**config.mk**
```make
export PLATFORM = sky130hd
export DESIGN_NAME = fp64_modf_split_core_flat
export DESIGN_NICKNAME = d
export VERILOG_FILES = /design/src/rtl/fmodf_pkg.sv /design/src/rtl/fmodf_if.sv /design/src/rtl/fmodf_out_if.sv /design/src/rtl/fmodf_decode.sv /design/src/rtl/fmodf_lzc.sv /design/src/rtl/fmodf_norm.sv /design/src/rtl/fp64_modf_split_core.sv /design/src/flat_wrapper.sv
export SDC_FILE = /design/constraint.sdc
export NUM_CORES = 1
export LEC_CHECK = 0
export ABC_AREA = 1
export ABC_CLOCK_PERIOD_IN_PS = 18050
export BUFFER_PORTS_ARGS = -buffer_cell sky130_fd_sc_hd__buf_4
export CAP_MARGIN = 25
export CORE_MARGIN = 3
export CORE_UTILIZATION = 50
export CTS_BUF_LIST = sky130_fd_sc_hd__clkbuf_4 sky130_fd_sc_hd__clkbuf_8
export DETAILED_ROUTE_END_ITERATION = 16
export PLACE_DENSITY = 0.72
export REMOVE_ABC_BUFFERS = 1
export SLEW_MARGIN = 5
export SYNTH_ARGS = -nofsm -noshare
export SYNTH_HDL_FRONTEND = slang
export SYNTH_SLANG_ARGS = --single-unit
export TNS_END_PERCENT = 20
```
**constraint.sdc**
```tcl
create_clock -name clk -period 18.05 [get_ports clk]
set_clock_uncertainty 0.15 [all_clocks]
set_input_delay 2.7075 -clock clk [delete_from_list [all_inputs] [get_ports clk]]
set_output_delay 2.7075 -clock clk [all_outputs]
set_load 0.1 [all_outputs]
```
**src/rtl/fmodf_pkg.sv**
```systemverilog
// Shared constants and stage payload types for the binary64 modf splitter.
package fmodf_pkg;
  localparam int unsigned MantW = 52;
  localparam int unsigned ExpW = 11;
  localparam logic [ExpW-1:0] ExpAll = 11'h7FF;
  localparam logic [ExpW-1:0] ExpBias = 11'd1023;
  localparam logic [63:0] SignBit = 64'h8000_0000_0000_0000;

  // Stage 1 to stage 2: decoded input with the fraction bits isolated.
  typedef struct packed {
    logic [63:0]      x;
    logic             special; // result fully known, no normalisation needed
    logic [63:0]      frac_fix;
    logic [63:0]      int_bits;
    logic [MantW-1:0] fb;
  } s1_t;

  // Stage 2 to stage 3: fraction with its leading-one position.
  typedef struct packed {
    logic [63:0]      x;
    logic             special;
    logic [63:0]      frac_fix;
    logic [63:0]      int_bits;
    logic [MantW-1:0] fb;
    logic [5:0]       p;
  } s2_t;
endpackage

```
**src/rtl/fmodf_if.sv**
```systemverilog
// Valid/ready channel interface carrying one 64-bit request payload group.
interface fmodf_if #(parameter int unsigned W = 64);
  logic         valid;
  logic         ready;
  logic [W-1:0] data;
  modport source (output valid, output data, input ready);
  modport sink (input valid, input data, output ready);
endinterface

```
**src/rtl/fmodf_out_if.sv**
```systemverilog
// Valid/ready channel interface for the result pair.
interface fmodf_out_if;
  logic        valid;
  logic        ready;
  logic [63:0] frac_bits;
  logic [63:0] int_bits;
  modport source (output valid, output frac_bits, output int_bits, input ready);
  modport sink (input valid, input frac_bits, input int_bits, output ready);
endinterface

```
**src/rtl/fmodf_decode.sv**
```systemverilog
// Stage 1 logic: classifies the operand and masks off the fraction bits.
module fmodf_decode (
  input  logic [63:0]     x,
  output fmodf_pkg::s1_t  s1
);
  import fmodf_pkg::*;
  logic [ExpW-1:0]  ex;
  logic [MantW-1:0] mant;
  logic [ExpW-1:0]  e;
  logic [MantW-1:0] fmask;
  logic [63:0]      sgn;

  always_comb begin
    ex = x[62:52];
    mant = x[MantW-1:0];
    sgn = x & SignBit;
    e = ex - ExpBias;
    fmask = '0;
    s1.x = x;
    s1.special = 1'b1;
    s1.frac_fix = sgn;
    s1.int_bits = x;
    s1.fb = '0;
    if (ex == ExpAll) begin
      s1.frac_fix = (mant != '0) ? x : sgn;
    end else if (ex < ExpBias) begin
      s1.frac_fix = x;
      s1.int_bits = sgn;
    end else if (e >= ExpW'(MantW)) begin
      s1.frac_fix = sgn;
    end else begin
      fmask = ({MantW{1'b1}} >> e[5:0]);
      s1.int_bits = x & ~{12'd0, fmask};
      s1.fb = mant & fmask;
      s1.special = (s1.fb == '0);
    end
  end
endmodule

```
**src/rtl/fmodf_lzc.sv**
```systemverilog
// Stage 2 logic: finds the position of the leading one of the fraction.
module fmodf_lzc (
  input  fmodf_pkg::s1_t s1,
  output fmodf_pkg::s2_t s2
);
  import fmodf_pkg::*;
  always_comb begin
    s2.x = s1.x;
    s2.special = s1.special;
    s2.frac_fix = s1.frac_fix;
    s2.int_bits = s1.int_bits;
    s2.fb = s1.fb;
    s2.p = '0;
    for (int i = 0; i < MantW; i++) begin
      if (s1.fb[i]) s2.p = 6'(i);
    end
  end
endmodule

```
**src/rtl/fmodf_norm.sv**
```systemverilog
// Stage 3 logic: shifts the fraction up and assembles the result pair.
module fmodf_norm (
  input  fmodf_pkg::s2_t s2,
  output logic [63:0]    frac_bits,
  output logic [63:0]    int_bits
);
  import fmodf_pkg::*;
  logic [MantW-1:0] shifted;
  logic [ExpW-1:0]  fexp;
  always_comb begin
    shifted = s2.fb << (6'(MantW) - s2.p);
    fexp = s2.x[62:52] - ExpW'(MantW) + ExpW'(s2.p);
    int_bits = s2.int_bits;
    if (s2.special) begin
      frac_bits = s2.frac_fix;
    end else begin
      frac_bits = {s2.x[63], fexp, shifted};
    end
  end
endmodule

```
**src/rtl/fp64_modf_split_core.sv**
```systemverilog
// Top level of the binary64 modf splitter: three-stage pipeline with handshakes.
// An accepted request is registered in s1_r, then in s2_r, and then in frac_r/int_r,
// from which its result is presented on the output channel.
// Throughput: one request per cycle; a stage holds only when it and every later stage are
// full and the output is not being taken, so empty stages keep moving and close up gaps.
// Reset (synchronous, active low) clears the stage valid bits; payload is not reset.
module fp64_modf_split_core (
  input logic        clk,
  input logic        rst_n,
  fmodf_if.sink      in_ch,
  fmodf_out_if.source out_ch
);
  import fmodf_pkg::*;

  // Stage registers. Valid bits travel alongside each stage's payload.
  logic        v1_r, v2_r, v3_r;
  s1_t         s1_r;
  s2_t         s2_r;
  logic [63:0] frac_r, int_r;
  s1_t         s1_nxt;
  s2_t         s2_nxt;
  logic [63:0] frac_nxt, int_nxt;
  logic        adv3, adv2, adv1;

  // Each stage moves when the stage after it is empty or moving too.
  assign adv3 = !v3_r || out_ch.ready;
  assign adv2 = !v2_r || adv3;
  assign adv1 = !v1_r || adv2;
  assign in_ch.ready = adv1;

  fmodf_decode u_dec (.x(in_ch.data), .s1(s1_nxt));
  fmodf_lzc    u_lzc (.s1(s1_r), .s2(s2_nxt));
  fmodf_norm   u_nrm (.s2(s2_r), .frac_bits(frac_nxt), .int_bits(int_nxt));

  always_ff @(posedge clk) begin
    if (!rst_n) begin
      v1_r <= 1'b0;
      v2_r <= 1'b0;
      v3_r <= 1'b0;
    end else begin
      if (adv1) v1_r <= in_ch.valid;
      if (adv2) v2_r <= v1_r;
      if (adv3) v3_r <= v2_r;
    end
    if (adv1) s1_r <= s1_nxt;
    if (adv2) s2_r <= s2_nxt;
    if (adv3) begin
      frac_r <= frac_nxt;
      int_r <= int_nxt;
    end
  end

  assign out_ch.valid = v3_r;
  assign out_ch.frac_bits = frac_r;
  assign out_ch.int_bits = int_r;
endmodule

```
**src/flat_wrapper.sv**
```systemverilog
// flat-port wrapper written by rule: the top's interface ports become plain ports
module fp64_modf_split_core_flat import fmodf_pkg::*;
  (clk, rst_n, in_ch_valid, in_ch_data, in_ch_ready, out_ch_valid, out_ch_frac_bits, out_ch_int_bits, out_ch_ready);
  fmodf_if in_ch_i ();
  fmodf_out_if out_ch_i ();
  input logic clk;
  input logic rst_n;
  input wire logic [$bits(in_ch_i.valid)-1:0] in_ch_valid;
  input wire logic [$bits(in_ch_i.data)-1:0] in_ch_data;
  output wire logic [$bits(in_ch_i.ready)-1:0] in_ch_ready;
  output wire logic [$bits(out_ch_i.valid)-1:0] out_ch_valid;
  output wire logic [$bits(out_ch_i.frac_bits)-1:0] out_ch_frac_bits;
  output wire logic [$bits(out_ch_i.int_bits)-1:0] out_ch_int_bits;
  input wire logic [$bits(out_ch_i.ready)-1:0] out_ch_ready;
  assign in_ch_i.valid = in_ch_valid;
  assign in_ch_i.data = in_ch_data;
  assign in_ch_ready = in_ch_i.ready;
  assign out_ch_valid = out_ch_i.valid;
  assign out_ch_frac_bits = out_ch_i.frac_bits;
  assign out_ch_int_bits = out_ch_i.int_bits;
  assign out_ch_i.ready = out_ch_ready;
  fp64_modf_split_core u_core (.clk(clk), .rst_n(rst_n), .in_ch(in_ch_i), .out_ch(out_ch_i));
endmodule
```
==> results of run 1 <==
[logic make-up after synthesis]
family,after synthesis,share of synthesized area [%]
xor+xnor,6,0.2345
simple gates,746,13.34
flops,519,69.39
buf+inv,294,5.381
mux,44,1.965
compound gates,326,8.479
fa+ha+maj,21,1.206
[per-layer routing]
metal	part of all wire [%]	track usage, %
met5	0.029	0
met3	8.4	4.779
met4	3.8	10.59
met2	45	39.65
met1	43	37.64
[cells in the mapped netlist]
| cell type | n |
|---|---|
| sky130_fd_sc_hd__xor2_1 | 3 |
| sky130_fd_sc_hd__nand2_1 | 418 |
| sky130_fd_sc_hd__o21ai_1 | 63 |
| sky130_fd_sc_hd__o22ai_1 | 5 |
| sky130_fd_sc_hd__o21ai_0 | 131 |
| sky130_fd_sc_hd__o31ai_1 | 6 |
| sky130_fd_sc_hd__nor4_1 | 15 |
| sky130_fd_sc_hd__buf_2 | 5 |
| sky130_fd_sc_hd__or2_1 | 1 |
| sky130_fd_sc_hd__and2_1 | 2 |
| sky130_fd_sc_hd__edfxtp_1 | 516 |
| sky130_fd_sc_hd__nor2_1 | 213 |
| sky130_fd_sc_hd__nor4b_1 | 1 |
| sky130_fd_sc_hd__a21oi_1 | 25 |
| sky130_fd_sc_hd__nand4_1 | 12 |
| sky130_fd_sc_hd__clkbuf_1 | 77 |
| sky130_fd_sc_hd__a211oi_1 | 48 |
| sky130_fd_sc_hd__mux2i_1 | 44 |
| sky130_fd_sc_hd__xnor2_1 | 3 |
| sky130_fd_sc_hd__bufinv_8 | 7 |
| sky130_fd_sc_hd__buf_1 | 6 |
| sky130_fd_sc_hd__o211ai_1 | 21 |
| sky130_fd_sc_hd__fa_1 | 1 |
| sky130_fd_sc_hd__o41ai_1 | 1 |
| sky130_fd_sc_hd__or2_2 | 4 |
| sky130_fd_sc_hd__nand3_1 | 58 |
| sky130_fd_sc_hd__o221ai_1 | 8 |
| sky130_fd_sc_hd__clkinv_1 | 1 |
| sky130_fd_sc_hd__dfxtp_1 | 3 |
| sky130_fd_sc_hd__nor3_1 | 22 |
| sky130_fd_sc_hd__inv_1 | 169 |
| sky130_fd_sc_hd__ha_1 | 20 |
| sky130_fd_sc_hd__o2111ai_1 | 5 |
| sky130_fd_sc_hd__inv_2 | 29 |
| sky130_fd_sc_hd__o311ai_0 | 1 |
| sky130_fd_sc_hd__o21a_1 | 3 |
| sky130_fd_sc_hd__a31oi_1 | 9 |
[worst paths after layout]
check	start	to	cells after the start	slack, ns
min	u_core.s1_r[171]$_DFFE_PP_	u_core.s2_r[177]$_DFFE_PP_	0	0.27
max	out_ch_ready	in_ch_ready	6	10.26
max reg2reg	u_core.out_ch.valid$_SDFFE_PN0P_	u_core.s1_r[104]$_DFFE_PP_	6	14.12
min reg2reg	u_core.s1_r[171]$_DFFE_PP_	u_core.s2_r[177]$_DFFE_PP_	0	0.27
[where the power goes]
part | switching, uW | internal, uW | leakage, uW
Clock | 468 | 586 | 0.000902
Combinational | 406 | 128 | 0.00424
Sequential | 28.8 | 1390 | 0.00602
Total | 902 | 2100 | 0.0112
[layout by cell type, fill, tap and decap left out, types with 22 or more instances in the layout]
master and n:
sky130_fd_sc_hd__nor3_1 22, sky130_fd_sc_hd__a211oi_1 48, sky130_fd_sc_hd__nand3_1 57, sky130_fd_sc_hd__edfxtp_1 516, sky130_fd_sc_hd__a21oi_1 25, sky130_fd_sc_hd__nor2_1 212, sky130_fd_sc_hd__mux2i_1 44, sky130_fd_sc_hd__inv_2 29
sky130_fd_sc_hd__buf_4 212, sky130_fd_sc_hd__clkbuf_4 26, sky130_fd_sc_hd__inv_1 168, sky130_fd_sc_hd__o21ai_0 131, sky130_fd_sc_hd__nand2_1 416, sky130_fd_sc_hd__clkbuf_8 86, sky130_fd_sc_hd__o21ai_1 63
[registers in the layout, indices dropped and copies added (netlist names)]
signal / flops
u_core.v1_r: 1
u_core.out_ch.int_bits: 64
u_core.out_ch.valid: 1
u_core.v2_r: 1
u_core.s2_r: 197
u_core.out_ch.frac_bits: 64
u_core.s1_r: 191
[worst max-delay path: cells and delay by family]
| family | cells | cell delay (ns) |
|---|---|---|
| and+or+nand+nor | 3 | 1.54 |
| buffers and inverters | 3 | 0.61 |
[cell type report]
type	count	area [sq um]	share of cell area (%)
repair buffers	215	1674	6.371
inverters	206	874.6	3.328
clock buffers	112	1379	5.247
well taps	585	732.0	2.785
clock inverters	39	356.6	1.357
multi-input cells	1143	5708	21.72
flip-flops and latches	519	15550	59.19
[stage by stage]
step           util (%)  worst slack (ns)  cell area, sq um
6_report          60.21             10.26             26280
5_1_grt           60.21             10.03             26280
4_1_cts           60.02             10.21             26200
3_5_place_dp      56.04             10.20             24460
3_3_place_gp      56.04             10.32             24460
2_1_floorplan         -             4.685             22080
==> flow_summary.toml, run 1 <==
[outcome]
run_status = "finished clean"

[layout]
final_cell_count_no_fill = 2819
syn_to_final_growth_pct = 17.24
nNetsFinal = 2259
antenna_cells_inserted = 0
fillerInstances = 3498
drive_above_1_share_pct = 17.68

[setup_path]
critical_path_arrival_ns = 4.94
worst_setup_path_start_kind = "input pin"
critPathRequiredTime_ns = 15.19
critPathCaptureType = "output port"
path_class = "input pin to output port"
timing.critical_path.slowest_stage_cell = "sky130_fd_sc_hd__nor2_1"
critical_path.cell_chain = "buf_4 -> inv_1 -> nand2_4 -> nor2_1 -> nand2_4 -> buf_4"
cpPeakStageDelay_ns = 0.61
critical_path_peak_fanout = 64

[synth]
synth_area_leaders = "sky130_fd_sc_hd__edfxtp_1 69%, sky130_fd_sc_hd__nand2_1 7.0%, sky130_fd_sc_hd__nor2_1 3.6%, sky130_fd_sc_hd__o21ai_0 2.9%, sky130_fd_sc_hd__inv_1 2.8%"
synth.ff_latch_count = 519
yosysWarnings = 0
synthesis.area_sq_um = 22420
synth_top_area_cell = "sky130_fd_sc_hd__edfxtp_1"
netlist-cell-type-count = 37
avgSynthCellArea_sq_um = 11.46
synth_cells = 1956
synth_seq_area_share_pct = 69.39
synth_top_area_share_pct = 69.13

[placement]
numPortBuffers = 197
post-place-cells = 2665
gp_routability_congestion = 0.9782
place.detailed.hpwl_um = 44200

[clocking]
cts_root_buffer = "sky130_fd_sc_hd__clkbuf_8"
cts_tree = "built"
hold_fix_buffers_at_cts = 0
numCtsBuffers = 85
clock-sinks = 519
insertion_delay_ns = 0.67
path_clk_slew_ns = 0.05
cts.htree.levels = 3
clockBufferDepth = 3
post-cts-setup-buffer-count = 0
cts.repair.resized = 0

[timing]
timing_worst_slew_pin_value_ns = 0.9579
hold_viol_final = 0
worst_slew_margin_rel_pct = 36.14
slew_viol_final = 0
finalSetupViolCount = 0
clock_period_minus_worst_slack_ns = 7.793
post-route-period-util_pct = 43.18
rsz0062_at_grt = "no"
upper_clock_frequency_limit_ghz = 0.1283
hold-worst-slack_ns = 0.2655
fin_tns_setup_ns = 0

[global_routing]
track_usage_pct = 26.11
overflow = 0
grt_max_degree = 87
grt_first_pass_wirelength_um = 91880
grt_pass1_vias = 15186
grt_antenna_before_repair = 4

[floorplan]
die_w_um = 217.7
core.rowCount = 76
initial_utilization_pct = 51.36
io_pins = 198
floorplan.core_area_sq_um = 43650
dieArea_sq_um = 47410
die_h_um = 217.7

[routing]
wl_per_cell_um = 22.02
vias_per_cell = 5.595
ant_nets = 0
detail_route.wirelength_um = 62070
route.detailed.drc = 0
drt_pre_antenna_iters = 6
detail_route.iter0.violations = 1950
dr_total_vias = 15771

[pwr]
max-vdd-ir-drop_mv = 0.07428
fin_total_pwr_uw = 3003
power_leakage_uw = 0.01116
pwr_density_cell_nw_per_um2 = 114.3

[min_path]
worst_hold_path_type = "flop to flop"

[job]
max-cap-violations = 0
No activity file was read; power rests on OpenSTA's default activity.
==> inputs of run 2 (changes only) <==
ABC_AREA = 0   (was 1)
ABC_CLOCK_PERIOD_IN_PS = 7950   (was 18050)
clock period = 7.95 ns   (was 18.05 ns; I/O delays follow)
==> flow_summary.toml, run 2 <==
[global_routing]
grt_max_degree = 145
grt_pass1_vias = 14508
track_usage_pct = 26.16
grt_first_pass_wirelength_um = 92600
grt_antenna_before_repair = 0
overflow = 0

[timing]
slew_viol_final = 0
worst_slew_margin_rel_pct = 34.92
finalWorstSetupSlack_ns = 3.698
upper_clock_frequency_limit_ghz = 0.2352
finalSetupViolCount = 0
clock_period_minus_worst_slack_ns = 4.252
rsz0062_at_grt = "no"
timing_worst_slew_pin_value_ns = 0.9610
hold_viol_final = 0
post-route-period-util_pct = 53.48

[setup_path]
timing.critical_path.slowest_stage_cell = "sky130_fd_sc_hd__or3_1"
regToRegSetupSlack_ns = 4.08
critical_path.reg2reg.endpoint = "u_core.out_ch.frac_bits[46]$_DFFE_PP_"
path_buf_inv = 3
critical_path_arrival_ns = 4.57
crit_end = "u_core.s1_r[46]$_SDFFCE_PP0P_"
worst_setup_path_start_kind = "input pin"
worst_reg2reg_path_startpoint = "u_core.s2_r[0]$_SDFFCE_PP1P_"
critPathRequiredTime_ns = 8.27
r2r.worst_path.cells = 10
startpoint_of_the_worst_setup_timing_path = "in_ch_data[53]"
critPathCaptureType = "flop"
critical_path.cell_chain = "buf_4 -> ha_1 -> inv_1 -> ha_1 -> inv_1 -> nor2_1 -> o22ai_1 -> or3_1 -> nor2_1 -> nand2_1 -> nor3b_1"
cp_top_family = "simple AND/OR/NAND/NOR gates"
critical_path_depth = 11
path_class = "input pin to flop"
critical_path_peak_fanout = 22
cpPeakStageDelay_ns = 0.70

[floorplan]
die_w_um = 219.3
floorplan.core_area_sq_um = 44610
io_pins = 198
initial_utilization_pct = 51.01
dieArea_sq_um = 48110
die_h_um = 219.3
core.rowCount = 77

[clocking]
cts.htree.levels = 3
path_clk_slew_ns = 0.06
clockBufferDepth = 3
insertion_delay_ns = 0.66
post-cts-setup-buffer-count = 0
cts.repair.resized = 0
hold_fix_buffers_at_cts = 0
clock-sinks = 519
numCtsBuffers = 83
cts_root_buffer = "sky130_fd_sc_hd__clkbuf_8"
cts_tree = "built"

[synth]
synth.top_cells.by_count = "516 x sky130_fd_sc_hd__edfxtp_1, 160 x sky130_fd_sc_hd__nand2_1, 146 x sky130_fd_sc_hd__nor2_1"
synth_seq_area_share_pct = 68.36
synth.ff_latch_count = 519
synth_enable_flop_cells = 516
synth_cells = 1654
most_common_cell_in_the_netlist = "sky130_fd_sc_hd__edfxtp_1"
yosysWarnings = 0
synth_area_leaders = "sky130_fd_sc_hd__edfxtp_1 68%, sky130_fd_sc_hd__mux4_2 4.2%, sky130_fd_sc_hd__nand2_1 2.6%, sky130_fd_sc_hd__nor2_1 2.4%, sky130_fd_sc_hd__o21ai_0 2.2%"
synth_top_area_cell = "sky130_fd_sc_hd__edfxtp_1"
ys_dominant_reg_cell = "sky130_fd_sc_hd__edfxtp_1"
netlist-cell-type-count = 68
synth_top_area_share_pct = 68.09
async_reset_ff_share_pct = 0
avgSynthCellArea_sq_um = 13.76
synthesis.area_sq_um = 22760

[layout]
final_cell_count_no_fill = 2529
drive_above_1_share_pct = 22.16
biggestRegsByFlops = "u_core.s2_r x197, u_core.s1_r x191"
finalCoreUtilization_pct = 59.46
syn_to_final_growth_pct = 16.55
nNetsFinal = 1963
final_cell_mix = "516 x sky130_fd_sc_hd__edfxtp_1, 219 x sky130_fd_sc_hd__buf_4, 159 x sky130_fd_sc_hd__nand2_1, 146 x sky130_fd_sc_hd__nor2_1, 102 x sky130_fd_sc_hd__o21ai_0"
register_ranked_first_by_flip_flop_count = "u_core.s2_r"
max_ffs_per_register = 197
final_common_cell = "sky130_fd_sc_hd__edfxtp_1"

[routing]
drt_pre_antenna_iters = 5
wl_per_cell_um = 24.70
detail_route.wirelength_um = 62480
vias_per_cell = 5.935
detail_route.iter0.violations = 1578
route.detailed.drc = 0
dr_total_vias = 15009
ant_nets = 0

[placement]
place.detailed.hpwl_um = 44700
numPortBuffers = 197
post-place-cells = 2381
placement.setup.worst_slack_ns = 3.140
gp_routability_congestion = 0.9866

[min_path]
worst_hold_path_type = "flop to flop"
min_from = "u_core.s1_r[72]$_DFFE_PP_"

[pwr]
pwr_density_cell_nw_per_um2 = 250.5
max-vdd-ir-drop_mv = 0.1639
power_leakage_uw = 0.01067

[outcome]
run_status = "finished clean"

[job]
max-cap-violations = 0
## run 2: how the worst min path moves through the flow
stage,depth (start not counted),slack (ns),to
after floorplan,0,0.25,u_core.out_ch.int_bits[0]$_DFFE_PP_
after global routing,0,0.26,u_core.s2_r[78]$_DFFE_PP_
after global placement,0,0.25,u_core.s2_r[246]$_DFFE_PP_
final,0,0.26,u_core.s2_r[78]$_DFFE_PP_
after CTS,0,0.26,u_core.s2_r[78]$_DFFE_PP_
after detailed placement,0,0.25,u_core.out_ch.int_bits[39]$_DFFE_PP_
## run 2: logic make-up (layout without fill, tap and decap cells)
logic type / Yosys count / in the layout / share of synthesized area (%)
mux: 96 / 96 / 6.615
buf+inv: 122 / 404 / 2.216
compound gates: 366 / 366 / 10.16
flops: 519 / 519 / 68.36
other cells: 0 / 1 / 0
xor+xnor: 24 / 24 / 1.023
fa+ha+maj: 21 / 21 / 1.188
simple gates: 506 / 506 / 10.45
## run 2: worst reg2reg max path: cells and delay by family, from the launching register on
family          cells  cell delay, ns
simple gates        2            0.14
mux                 1            0.69
compound gates      4            0.88
buf+inv             2            1.17
flops               1            0.35
xor+xnor            1            0.21
## run 2: final cells by class
type / count / area [sq um]
diodes: 1 / 2.502
clock buffers: 107 / 1329
clock inverters: 40 / 291.5
flip-flops and latches: 519 / 15550
repair buffers: 220 / 1664
inverters: 37 / 141.4
fillers: 3488 / 18080
multi-input cells: 1013 / 6798
well taps: 592 / 740.7
## run 2: power breakdown
group	internal, uW	switching, uW	leakage, uW
Sequential	3160	65.9	0.00599
Clock	1220	1020	0.000855
Combinational	309	862	0.00383
Total	4700	1950	0.0107
## run 2: per-layer routing
metal | global-route usage (%) | vias up | wire length, um
li1 | - | 6722 | -
met1 | 38.23 | 7386 | 26930
met2 | 38.41 | 766 | 27970
met3 | 4.348 | 135 | 4801
met4 | 12.59 | 0 | 2772
met5 | 0 | - | 0
## run 2: stage by stage
step / area [sq um] / TNS [ns] / hold WS (ns) / total power, uW
after floorplan: 22390 / -169.21 / 0.2503 / 4099
after global placement: 24900 / 0 / 0.2502 / 4435
after detailed placement: 24900 / 0 / 0.2545 / 4444
after CTS: 26520 / 0 / 0.2602 / 6695
after global routing: 26520 / 0 / 0.2632 / 6912
final: 26520 / 0 / 0.2590 / 6644
